[src/rtl/dual_contact_key_velocity_scanner_assert.svh]
// Assertion macros shared by the key velocity scanner modules.
`ifndef DUAL_CONTACT_KEY_VELOCITY_SCANNER_ASSERT_SVH
`define DUAL_CONTACT_KEY_VELOCITY_SCANNER_ASSERT_SVH

// Consequent must hold in the same cycle as the antecedent.
`define DCKVS_ASSERT_IMPL(label, clk, rst, ante, cons) \
   label: assert property (@(posedge clk) disable iff (rst) (ante) |-> (cons)) \
      else $error("dckvs assertion failed");

// Consequent must hold in the cycle after the antecedent.
`define DCKVS_ASSERT_NEXT(label, clk, rst, ante, cons) \
   label: assert property (@(posedge clk) disable iff (rst) (ante) |=> (cons)) \
      else $error("dckvs assertion failed");

`endif

[src/rtl/dckvs_pkg.sv]
// Shared types and constants of the key velocity scanner.
package dckvs_pkg;

   localparam int unsigned KEY_W      = 5;
   localparam int unsigned NOW_W      = 32;
   localparam int unsigned NOTE_W     = 8;
   localparam int unsigned VEL_W      = 14;
   localparam int unsigned SHIFT_W    = 2;
   localparam int unsigned VEL_MAX    = 9999;

   localparam int unsigned NUM_KEYS_DEF = 32;

   localparam int unsigned QUEUE_DEPTH = 4;
   localparam int unsigned QPTR_W      = $clog2(QUEUE_DEPTH);
   localparam int unsigned QCNT_W      = $clog2(QUEUE_DEPTH + 1);

   localparam int unsigned CSR_IDX_W  = 1;
   localparam int unsigned CSR_DATA_W = 8;

   localparam logic [CSR_IDX_W-1:0] CSR_NOTE_BASE = CSR_IDX_W'(0);
   localparam logic [CSR_IDX_W-1:0] CSR_VEL_SHIFT = CSR_IDX_W'(1);

   localparam logic [NOTE_W-1:0]  NOTE_BASE_RST = NOTE_W'(150);
   localparam logic [SHIFT_W-1:0] VEL_SHIFT_RST = SHIFT_W'(1);

   // One key event handed from the classifier to the formatter.
   typedef struct packed {
      logic [KEY_W-1:0] key;
      logic             note_off;
      logic [NOW_W-1:0] elapsed;
   } event_type;

endpackage

[src/rtl/dckvs_front.sv]
// Front end: accepts contact samples, keeps per-key phase and press time, emits key events.
module dckvs_front #(
   parameter int unsigned NUM_KEYS = dckvs_pkg::NUM_KEYS_DEF
) (
   input  logic                             clock,
   input  logic                             reset,
   input  logic                             req_valid,
   output logic                             req_stall,
   input  logic [dckvs_pkg::KEY_W-1:0]      req_key,
   input  logic                             req_contact,
   input  logic                             req_closed,
   input  logic [dckvs_pkg::NOW_W-1:0]      req_now,
   input  logic [dckvs_pkg::QCNT_W-1:0]     q_count,
   output logic                             push,
   output dckvs_pkg::event_type             push_event
);

   localparam int unsigned IDX_W = (NUM_KEYS > 1) ? $clog2(NUM_KEYS) : 1;
   localparam int unsigned EXT_W = dckvs_pkg::KEY_W + IDX_W;
   localparam int unsigned CNT_W = dckvs_pkg::QCNT_W;
   localparam int unsigned NOW_W = dckvs_pkg::NOW_W;

   typedef enum logic [1:0] {
      PHASE_IDLE     = 2'd0,
      PHASE_HALF     = 2'd1,
      PHASE_SOUNDING = 2'd2
   } phase_type;

   phase_type               phase_mem_ff [NUM_KEYS];
   logic [NOW_W-1:0]        time_mem_ff  [NUM_KEYS];
   logic [NUM_KEYS-1:0]     phase_vld_ff;

   logic                    accept;
   logic [EXT_W-1:0]        key_ext;
   logic                    in_range;
   logic [IDX_W-1:0]        rd_idx;
   logic [CNT_W:0]          stall_sum;

   logic                    s1_valid_ff;
   logic [IDX_W-1:0]        s1_idx_ff;
   logic [dckvs_pkg::KEY_W-1:0] s1_key_ff;
   logic                    s1_second_ff;
   logic                    s1_closed_ff;
   logic [NOW_W-1:0]        s1_now_ff;
   phase_type               phase_rd_ff;
   logic                    vld_rd_ff;
   logic [NOW_W-1:0]        time_rd_ff;
   logic                    phase_fwd_ff;
   phase_type               phase_fwd_data_ff;
   logic                    time_fwd_ff;
   logic [NOW_W-1:0]        time_fwd_data_ff;

   phase_type               cur_phase;
   logic [NOW_W-1:0]        cur_time;
   logic                    phase_we;
   phase_type               phase_wdata;
   logic                    time_we;

   // The queue must have room for the item in execute and the one accepted now.
   assign stall_sum = {1'b0, q_count} + (CNT_W + 1)'(s1_valid_ff);
   assign req_stall = stall_sum >= (CNT_W + 1)'(dckvs_pkg::QUEUE_DEPTH);
   assign accept    = req_valid && !req_stall;

   assign key_ext  = {{IDX_W{1'b0}}, req_key};
   assign in_range = key_ext < EXT_W'(NUM_KEYS);
   assign rd_idx   = key_ext[IDX_W-1:0];

   always_ff @(posedge clock) begin
      if (reset) begin
         s1_valid_ff  <= 1'b0;
         phase_vld_ff <= '0;
      end else begin
         s1_valid_ff <= accept && in_range;
         if (phase_we) begin
            phase_vld_ff[s1_idx_ff] <= 1'b1;
         end
      end
   end

   // Registered reads; a write to the same key in this cycle is forwarded.
   always_ff @(posedge clock) begin
      if (accept) begin
         s1_idx_ff         <= rd_idx;
         s1_key_ff         <= req_key;
         s1_second_ff      <= req_contact;
         s1_closed_ff      <= req_closed;
         s1_now_ff         <= req_now;
         phase_rd_ff       <= phase_mem_ff[rd_idx];
         vld_rd_ff         <= phase_vld_ff[rd_idx];
         time_rd_ff        <= time_mem_ff[rd_idx];
         phase_fwd_ff      <= phase_we && (s1_idx_ff == rd_idx);
         phase_fwd_data_ff <= phase_wdata;
         time_fwd_ff       <= time_we && (s1_idx_ff == rd_idx);
         time_fwd_data_ff  <= s1_now_ff;
      end
   end

   always_ff @(posedge clock) begin
      if (phase_we) begin
         phase_mem_ff[s1_idx_ff] <= phase_wdata;
      end
      if (time_we) begin
         time_mem_ff[s1_idx_ff] <= s1_now_ff;
      end
   end

   // The press time is read only in the half-pressed phase, which is entered
   // only together with a write of the time, so it needs no clearing.
   always_comb begin
      if (phase_fwd_ff) begin
         cur_phase = phase_fwd_data_ff;
      end else if (vld_rd_ff) begin
         cur_phase = phase_rd_ff;
      end else begin
         cur_phase = PHASE_IDLE;
      end
      cur_time = time_fwd_ff ? time_fwd_data_ff : time_rd_ff;
   end

   always_comb begin
      phase_we            = 1'b0;
      phase_wdata         = PHASE_IDLE;
      time_we             = 1'b0;
      push                = 1'b0;
      push_event.key      = s1_key_ff;
      push_event.note_off = 1'b0;
      push_event.elapsed  = s1_now_ff - cur_time;
      if (s1_valid_ff) begin
         if (!s1_second_ff) begin
            if (s1_closed_ff) begin
               if (cur_phase == PHASE_IDLE) begin
                  phase_we    = 1'b1;
                  phase_wdata = PHASE_HALF;
                  time_we     = 1'b1;
               end
            end else begin
               unique case (cur_phase)
                  PHASE_IDLE: begin
                  end
                  PHASE_HALF: begin
                     phase_we = 1'b1;
                  end
                  default: begin
                     // Sounding, and the unused fourth code, release the note.
                     phase_we            = 1'b1;
                     push                = 1'b1;
                     push_event.note_off = 1'b1;
                  end
               endcase
            end
         end else if (s1_closed_ff && (cur_phase == PHASE_HALF)) begin
            phase_we    = 1'b1;
            phase_wdata = PHASE_SOUNDING;
            push        = 1'b1;
         end
      end
   end

endmodule

[src/rtl/dckvs_queue.sv]
// Short event queue between the front end and the output formatter.
module dckvs_queue (
   input  logic                          clock,
   input  logic                          reset,
   input  logic                          push,
   input  dckvs_pkg::event_type          push_event,
   input  logic                          pop,
   output logic                          not_empty,
   output dckvs_pkg::event_type          head_event,
   output logic [dckvs_pkg::QCNT_W-1:0]  count
);

`include "dual_contact_key_velocity_scanner_assert.svh"

   localparam int unsigned DEPTH = dckvs_pkg::QUEUE_DEPTH;
   localparam int unsigned PTR_W = dckvs_pkg::QPTR_W;
   localparam int unsigned CNT_W = dckvs_pkg::QCNT_W;

   dckvs_pkg::event_type  entry_ff [DEPTH];
   logic [PTR_W-1:0]      wr_ptr_ff;
   logic [PTR_W-1:0]      rd_ptr_ff;
   logic [CNT_W-1:0]      count_ff;

   assign not_empty  = count_ff != '0;
   assign head_event = entry_ff[rd_ptr_ff];
   assign count      = count_ff;

   always_ff @(posedge clock) begin
      if (reset) begin
         wr_ptr_ff <= '0;
         rd_ptr_ff <= '0;
         count_ff  <= '0;
      end else begin
         if (push) begin
            wr_ptr_ff <= wr_ptr_ff + PTR_W'(1);
         end
         if (pop) begin
            rd_ptr_ff <= rd_ptr_ff + PTR_W'(1);
         end
         if (push && !pop) begin
            count_ff <= count_ff + CNT_W'(1);
         end else if (pop && !push) begin
            count_ff <= count_ff - CNT_W'(1);
         end
      end
   end

   always_ff @(posedge clock) begin
      if (push) begin
         entry_ff[wr_ptr_ff] <= push_event;
      end
   end

   `DCKVS_ASSERT_IMPL(a_no_overflow, clock, reset, push, count_ff < CNT_W'(DEPTH))
   `DCKVS_ASSERT_IMPL(a_no_underflow, clock, reset, pop, count_ff != '0)

endmodule

[src/rtl/dckvs_back.sv]
// Back end: turns queued key events into note and velocity results in the output register.
module dckvs_back (
   input  logic                            clock,
   input  logic                            reset,
   input  logic                            not_empty,
   input  dckvs_pkg::event_type            head_event,
   output logic                            pop,
   input  logic [dckvs_pkg::NOTE_W-1:0]    note_base,
   input  logic [dckvs_pkg::SHIFT_W-1:0]   velocity_shift,
   output logic                            rsp_valid,
   input  logic                            rsp_stall,
   output logic [dckvs_pkg::NOTE_W-1:0]    rsp_note,
   output logic                            rsp_note_off,
   output logic [dckvs_pkg::VEL_W-1:0]     rsp_velocity
);

`include "dual_contact_key_velocity_scanner_assert.svh"

   localparam int unsigned NOTE_W = dckvs_pkg::NOTE_W;
   localparam int unsigned VEL_W  = dckvs_pkg::VEL_W;
   localparam int unsigned NOW_W  = dckvs_pkg::NOW_W;

   logic                  rsp_valid_ff;
   logic [NOTE_W-1:0]     rsp_note_ff;
   logic                  rsp_note_off_ff;
   logic [VEL_W-1:0]      rsp_velocity_ff;

   logic [NOW_W-1:0]      shifted;
   logic [VEL_W-1:0]      velocity_in;
   logic [NOTE_W-1:0]     note_in;

   assign pop = not_empty && (!rsp_valid_ff || !rsp_stall);

   always_comb begin
      shifted = head_event.elapsed >> velocity_shift;
      if (head_event.note_off) begin
         velocity_in = '0;
      end else if (shifted > NOW_W'(dckvs_pkg::VEL_MAX)) begin
         velocity_in = VEL_W'(dckvs_pkg::VEL_MAX);
      end else begin
         velocity_in = shifted[VEL_W-1:0];
      end
      note_in = note_base - NOTE_W'(head_event.key);
   end

   always_ff @(posedge clock) begin
      if (reset) begin
         rsp_valid_ff <= 1'b0;
      end else if (pop) begin
         rsp_valid_ff <= 1'b1;
      end else if (!rsp_stall) begin
         rsp_valid_ff <= 1'b0;
      end
   end

   always_ff @(posedge clock) begin
      if (pop) begin
         rsp_note_ff     <= note_in;
         rsp_note_off_ff <= head_event.note_off;
         rsp_velocity_ff <= velocity_in;
      end
   end

   assign rsp_valid    = rsp_valid_ff;
   assign rsp_note     = rsp_note_ff;
   assign rsp_note_off = rsp_note_off_ff;
   assign rsp_velocity = rsp_velocity_ff;

   `DCKVS_ASSERT_IMPL(a_vel_limit, clock, reset, rsp_valid_ff, rsp_velocity_ff <= VEL_W'(dckvs_pkg::VEL_MAX))
   `DCKVS_ASSERT_IMPL(a_off_zero_vel, clock, reset, rsp_valid_ff && rsp_note_off_ff, rsp_velocity_ff == '0)

endmodule

[src/rtl/dual_contact_key_velocity_scanner.sv]
// Top level of the dual-contact key velocity scanner.
//
// The req channel takes one contact sample per transaction: key, contact
// (first or second), closed and the current tick count. The rsp channel
// gives note on and note off events with note number and velocity; most
// samples produce no event. Both channels use valid and stall, and a
// transaction completes when valid is high and stall is low.
// The csr port writes note_base (index 0) and velocity_shift (index 1);
// the user must write them only while the block is idle, as the block
// itself leaves this unchecked. They reset to 150 and 1. A sample is
// registered, then classified and its key entry updated; its event is
// queued, then registered for output. One sample is taken every cycle
// while req_stall is low, set by the single read-modify-write of the
// key phase store, with same-key updates forwarded between adjacent
// samples. Reset returns every key to idle through per-key valid bits
// at once. When the receiver stalls, events collect in a four-entry
// queue and req_stall rises once that queue cannot absorb another event.
module dual_contact_key_velocity_scanner #(
   parameter int unsigned NUM_KEYS = dckvs_pkg::NUM_KEYS_DEF
) (
   input  logic                                clock,
   input  logic                                reset,
   input  logic                                req_valid,
   output logic                                req_stall,
   input  logic [dckvs_pkg::KEY_W-1:0]         req_key,
   input  logic                                req_contact,
   input  logic                                req_closed,
   input  logic [dckvs_pkg::NOW_W-1:0]         req_now,
   output logic                                rsp_valid,
   input  logic                                rsp_stall,
   output logic [dckvs_pkg::NOTE_W-1:0]        rsp_note,
   output logic                                rsp_note_off,
   output logic [dckvs_pkg::VEL_W-1:0]         rsp_velocity,
   input  logic                                csr_write,
   input  logic [dckvs_pkg::CSR_IDX_W-1:0]     csr_index,
   input  logic [dckvs_pkg::CSR_DATA_W-1:0]    csr_wdata
);

   logic [dckvs_pkg::NOTE_W-1:0]   note_base_ff;
   logic [dckvs_pkg::SHIFT_W-1:0]  velocity_shift_ff;

   logic                           push;
   dckvs_pkg::event_type           push_event;
   logic                           pop;
   logic                           not_empty;
   dckvs_pkg::event_type           head_event;
   logic [dckvs_pkg::QCNT_W-1:0]   q_count;

   always_ff @(posedge clock) begin
      if (reset) begin
         note_base_ff      <= dckvs_pkg::NOTE_BASE_RST;
         velocity_shift_ff <= dckvs_pkg::VEL_SHIFT_RST;
      end else if (csr_write) begin
         unique case (csr_index)
            dckvs_pkg::CSR_NOTE_BASE: begin
               note_base_ff <= csr_wdata[dckvs_pkg::NOTE_W-1:0];
            end
            dckvs_pkg::CSR_VEL_SHIFT: begin
               velocity_shift_ff <= csr_wdata[dckvs_pkg::SHIFT_W-1:0];
            end
            default: begin
            end
         endcase
      end
   end

   dckvs_front #(
      .NUM_KEYS (NUM_KEYS)
   ) u_front (
      .clock       (clock),
      .reset       (reset),
      .req_valid   (req_valid),
      .req_stall   (req_stall),
      .req_key     (req_key),
      .req_contact (req_contact),
      .req_closed  (req_closed),
      .req_now     (req_now),
      .q_count     (q_count),
      .push        (push),
      .push_event  (push_event)
   );

   dckvs_queue u_queue (
      .clock      (clock),
      .reset      (reset),
      .push       (push),
      .push_event (push_event),
      .pop        (pop),
      .not_empty  (not_empty),
      .head_event (head_event),
      .count      (q_count)
   );

   dckvs_back u_back (
      .clock          (clock),
      .reset          (reset),
      .not_empty      (not_empty),
      .head_event     (head_event),
      .pop            (pop),
      .note_base      (note_base_ff),
      .velocity_shift (velocity_shift_ff),
      .rsp_valid      (rsp_valid),
      .rsp_stall      (rsp_stall),
      .rsp_note       (rsp_note),
      .rsp_note_off   (rsp_note_off),
      .rsp_velocity   (rsp_velocity)
   );

endmodule
[config.mk]
export PLATFORM = sky130hd
export DESIGN_NAME = dual_contact_key_velocity_scanner
export DESIGN_NICKNAME = d
export VERILOG_FILES = /design/src/rtl/dckvs_pkg.sv /design/src/rtl/dckvs_front.sv /design/src/rtl/dckvs_queue.sv /design/src/rtl/dckvs_back.sv /design/src/rtl/dual_contact_key_velocity_scanner.sv
export VERILOG_INCLUDE_DIRS = /design/src /design/src/rtl
export SDC_FILE = /design/constraint.sdc
export NUM_CORES = 1
export LEC_CHECK = 0
export BUFFER_PORTS_ARGS = -buffer_cell sky130_fd_sc_hd__buf_2
export CORE_MARGIN = 5
export CORE_UTILIZATION = 35
export CTS_BUF_LIST = sky130_fd_sc_hd__clkbuf_2
export CTS_CLUSTER_DIAMETER = 80
export DETAILED_ROUTE_END_ITERATION = 12
export MAX_ROUTING_LAYER = met4
export PLACE_DENSITY_LB_ADDON = 0.08
export SETUP_SLACK_MARGIN = 0.4
export SYNTH_ARGS = -nofsm -noshare
export SYNTH_HDL_FRONTEND = slang
export SYNTH_SLANG_ARGS = --single-unit
[constraint.sdc]
create_clock -name clock -period 4.95 [get_ports clock]
set_input_delay 0.2475 -clock clock [delete_from_list [all_inputs] [get_ports clock]]
set_output_delay 0.2475 -clock clock [all_outputs]
set_load 0.005 [all_outputs]
==> metrics.txt <==
Worst path most repeated cell=dlygate4sd3_1; first-pass GRT wire length=216.4 mm; Starting Density=35.15%; CP Cell Sequence=dlygate4sd3_1 -> buf_8 -> dlygate4sd3_1 -> buf_12 -> mux4_2 -> dlygate4sd3_1 -> mux4_2 -> dlygate4sd3_1 -> mux2_2 -> dlygate4sd3_1; core box area=158,200 sq um; Combinational Power Share=15.0%; layout cells sized above 1=35.49%; Hold Crit Class=primary input to flop; chip height=408.6 um; Clk network pwr share=29.5%; total track usage=18.47%; CTS Buf Count=387; Switching Share=28.73%; Final Instance Area=64,350 sq um; area of the mapped netlist=55,610 sq um; EDFF count, synth=1,373; starting DRC count in detailed routing=2,003; setup TNS=0 ns; Vias/cell=5.096; Pwr per Cell Area=408.8 nW/um^2; Layout Nets=3,299; post-DR wirelength/cell=27.00 um; CTS tree=done; ys async rst share=0%; fillers=14,286; post-synthesis register bit count=1,426; GP Congestion=0.8031; initial antenna violation count=14; worst slew pin tran=1.104 ns; Worst-Skew Late Latency=1.71 ns; synthesized area per cell=21.61 sq um; Final Setup Violations=0; largest family of logic cells by synthesized area=multiplexers; synthesized netlist cell count=2,573; xor and xnor area share after synthesis=0.6615%; dpl cell area=59,410 sq um; Final Skew=0.1725 ns; routed wire length=149.4 mm; maximum VDD drop=201.9 uV; Synth warnings=0; Final Util=40.68%; largest net degree at the start of global routing=76; Reg power frac=55.4%; Leak=0.02125 uW; CTS clk-pin slew, worst paths=0.10 ns; drc violations=0; CTS Hold Bufs=173; Crit-path slowest cell=dlygate4sd3_1; dpl hpwl=90.20 mm; Hold Fails Final Rpt=0; CP peak stage delay=0.75 ns; max-slew violation count=0; CP required=6.39 ns; Synth Area in Compound Gates=1.852%; vias=28,208; H-tree Lvls=5; Crit path arrival time=5.57 ns; crit start category=primary input; Max Clock Freq=242.3 MHz; post-synth cell types=66; most frequent cells in the layout=edfxtp_1, clkbuf_2, mux4_2; Final ANT Viol Nets=0; Worst Setup End Kind=flop; area grow syn2layout=15.72%; Ports=78; syn_nets=2,671; post-synthesis sequential area ratio=76.05%; post-CTS setup buffers=0; Final period util=83.39%; Max-slew headroom=26.42%; Die Outline Area=167,000 sq um; crit path max fanout=62; Pwr Total=26,310 uW; Root Driver=clkbuf_2; CTS Buffer Depth=4; CTS resizes=0; commonest non-fill, non-tap cell in the layout=edfxtp_1; Synth Area in Simple Gates=2.516%; grt ovf=0; P_sw=7559 uW; crit path time final=4.128 ns; Die X=408.6 um; CTS sink count=1,426; Cell Rows=146; PortBufs=77; first drt pass iteration count=5; mux cell area share after synthesis=16.85%; P_int=18,750 uW; commonest register cell after synthesis=edfxtp_1; # Max-Cap Violations=0; number of global-route vias before repair=30,387; outcome=finished, final reports clean; Crit Path Class=primary input to flop; Adder-Cell Fraction of Synth Area=1.053%; worst hold margin=0.3095 ns; RSZ-0062 raised after global routing=no
[cell families after synthesis]
| logic type | Yosys count |
|---|---|
| xor+xnor | 42 |
| fa+ha+maj | 45 |
| flops | 1426 |
| buf+inv | 147 |
| compound gates | 144 |
| simple gates | 306 |
| mux | 463 |
[registers in the layout (all words and copies together), names as in the netlist, 3 cells and up, named ones only]
signal                    cells
u_front.time_mem_ff        1024
u_front.time_rd_ff           32
u_front.phase_mem_ff         64
note_base_ff                  8
u_front.s1_now_ff            32
u_front.s1_key_ff             5
u_back.rsp_note               8
u_back.rsp_velocity          14
u_queue.entry_ff            152
u_front.time_fwd_data_ff     32
u_front.phase_vld_ff         32
u_queue.count                 3
[per-layer routing]
layer | vias up | track usage [%] | share of wire, %
li1 | 12175 | - | -
met1 | 14971 | 24.79 | 45
met2 | 801 | 29.06 | 48
met3 | 261 | 3.514 | 4.8
met4 | 0 | 5.215 | 1.9
met5 | - | - | 0
[cells in the mapped netlist, drive strengths merged (15+ instances only)]
cell type / instances / area (sq um)
a21oi: 43 / 215.2
clkbuf: 79 / 296.5
mux2: 44 / 495.5
mux2i: 45 / 450.4
nor2b: 18 / 112.6
xor2: 15 / 131.4
xnor2: 27 / 236.5
ha: 42 / 525.5
nor3: 21 / 105.1
mux4: 374 / 8423
dfxtp: 53 / 1061
edfxtp: 1373 / 41230
inv: 29 / 108.9
nand3: 17 / 85.08
o21ai: 23 / 118.9
nor2: 163 / 611.8
nand2: 41 / 156.4
buf: 38 / 156.4
[final timing paths]
| check | slack [ns] | cells past startpoint | startpoint | end |
|---|---|---|---|---|
| worst min register to register | 0.47 | 2 | u_front.phase_vld_ff[10] | u_front.phase_vld_ff[10] |
| worst max-delay path | 0.82 | 10 | req_key[0] | u_front.time_rd_ff[3] |
| worst max register to register | 0.95 | 11 | u_front.time_fwd_ff | u_queue.entry_ff[2][17] |
| worst min-delay path | 0.31 | 5 | req_key[1] | u_front.time_rd_ff[26] |
[power groups by stage]
stage	clock network [uW]	logic [uW]	registers, uW
4_1_cts	8170	4030	14600
3_5_place_dp	0	3890	14900
5_1_grt	8840	4320	14600
2_1_floorplan	0	2200	14900
6_report	7770	3960	14600
3_3_place_gp	0	3820	14900
[through the flow]
stage | cells | setup slack (ns)
floorplan | 2573 | 0.7029
global placement | 4711 | 1.062
detailed placement | 4711 | 0.8906
CTS | 5524 | 0.8892
global route | 5531 | 0.6013
finish | 5535 | 0.8224
[area by class of cell]
| cell class | instances | area [sq um] | area share, % |
|---|---|---|---|
| Clock buffer | 540 | 2703 | 4.200 |
| Timing Repair Buffer | 356 | 3137 | 4.874 |
| Multi-Input combinational cell | 1000 | 13030 | 20.25 |
| Sequential cell | 1426 | 42290 | 65.72 |
| Tap cell | 2072 | 2592 | 4.029 |
| Inverter | 30 | 112.6 | 0.1750 |
| Clock inverter | 100 | 456.7 | 0.7097 |
| Antenna cell | 11 | 27.53 | 0.04278 |
[worst max-delay path: cells and delay by family]
kind / cells / cell delay, ns
muxes: 3 / 1.30
buffers and inverters: 7 / 3.95
Power figures use the tool's default switching activity.
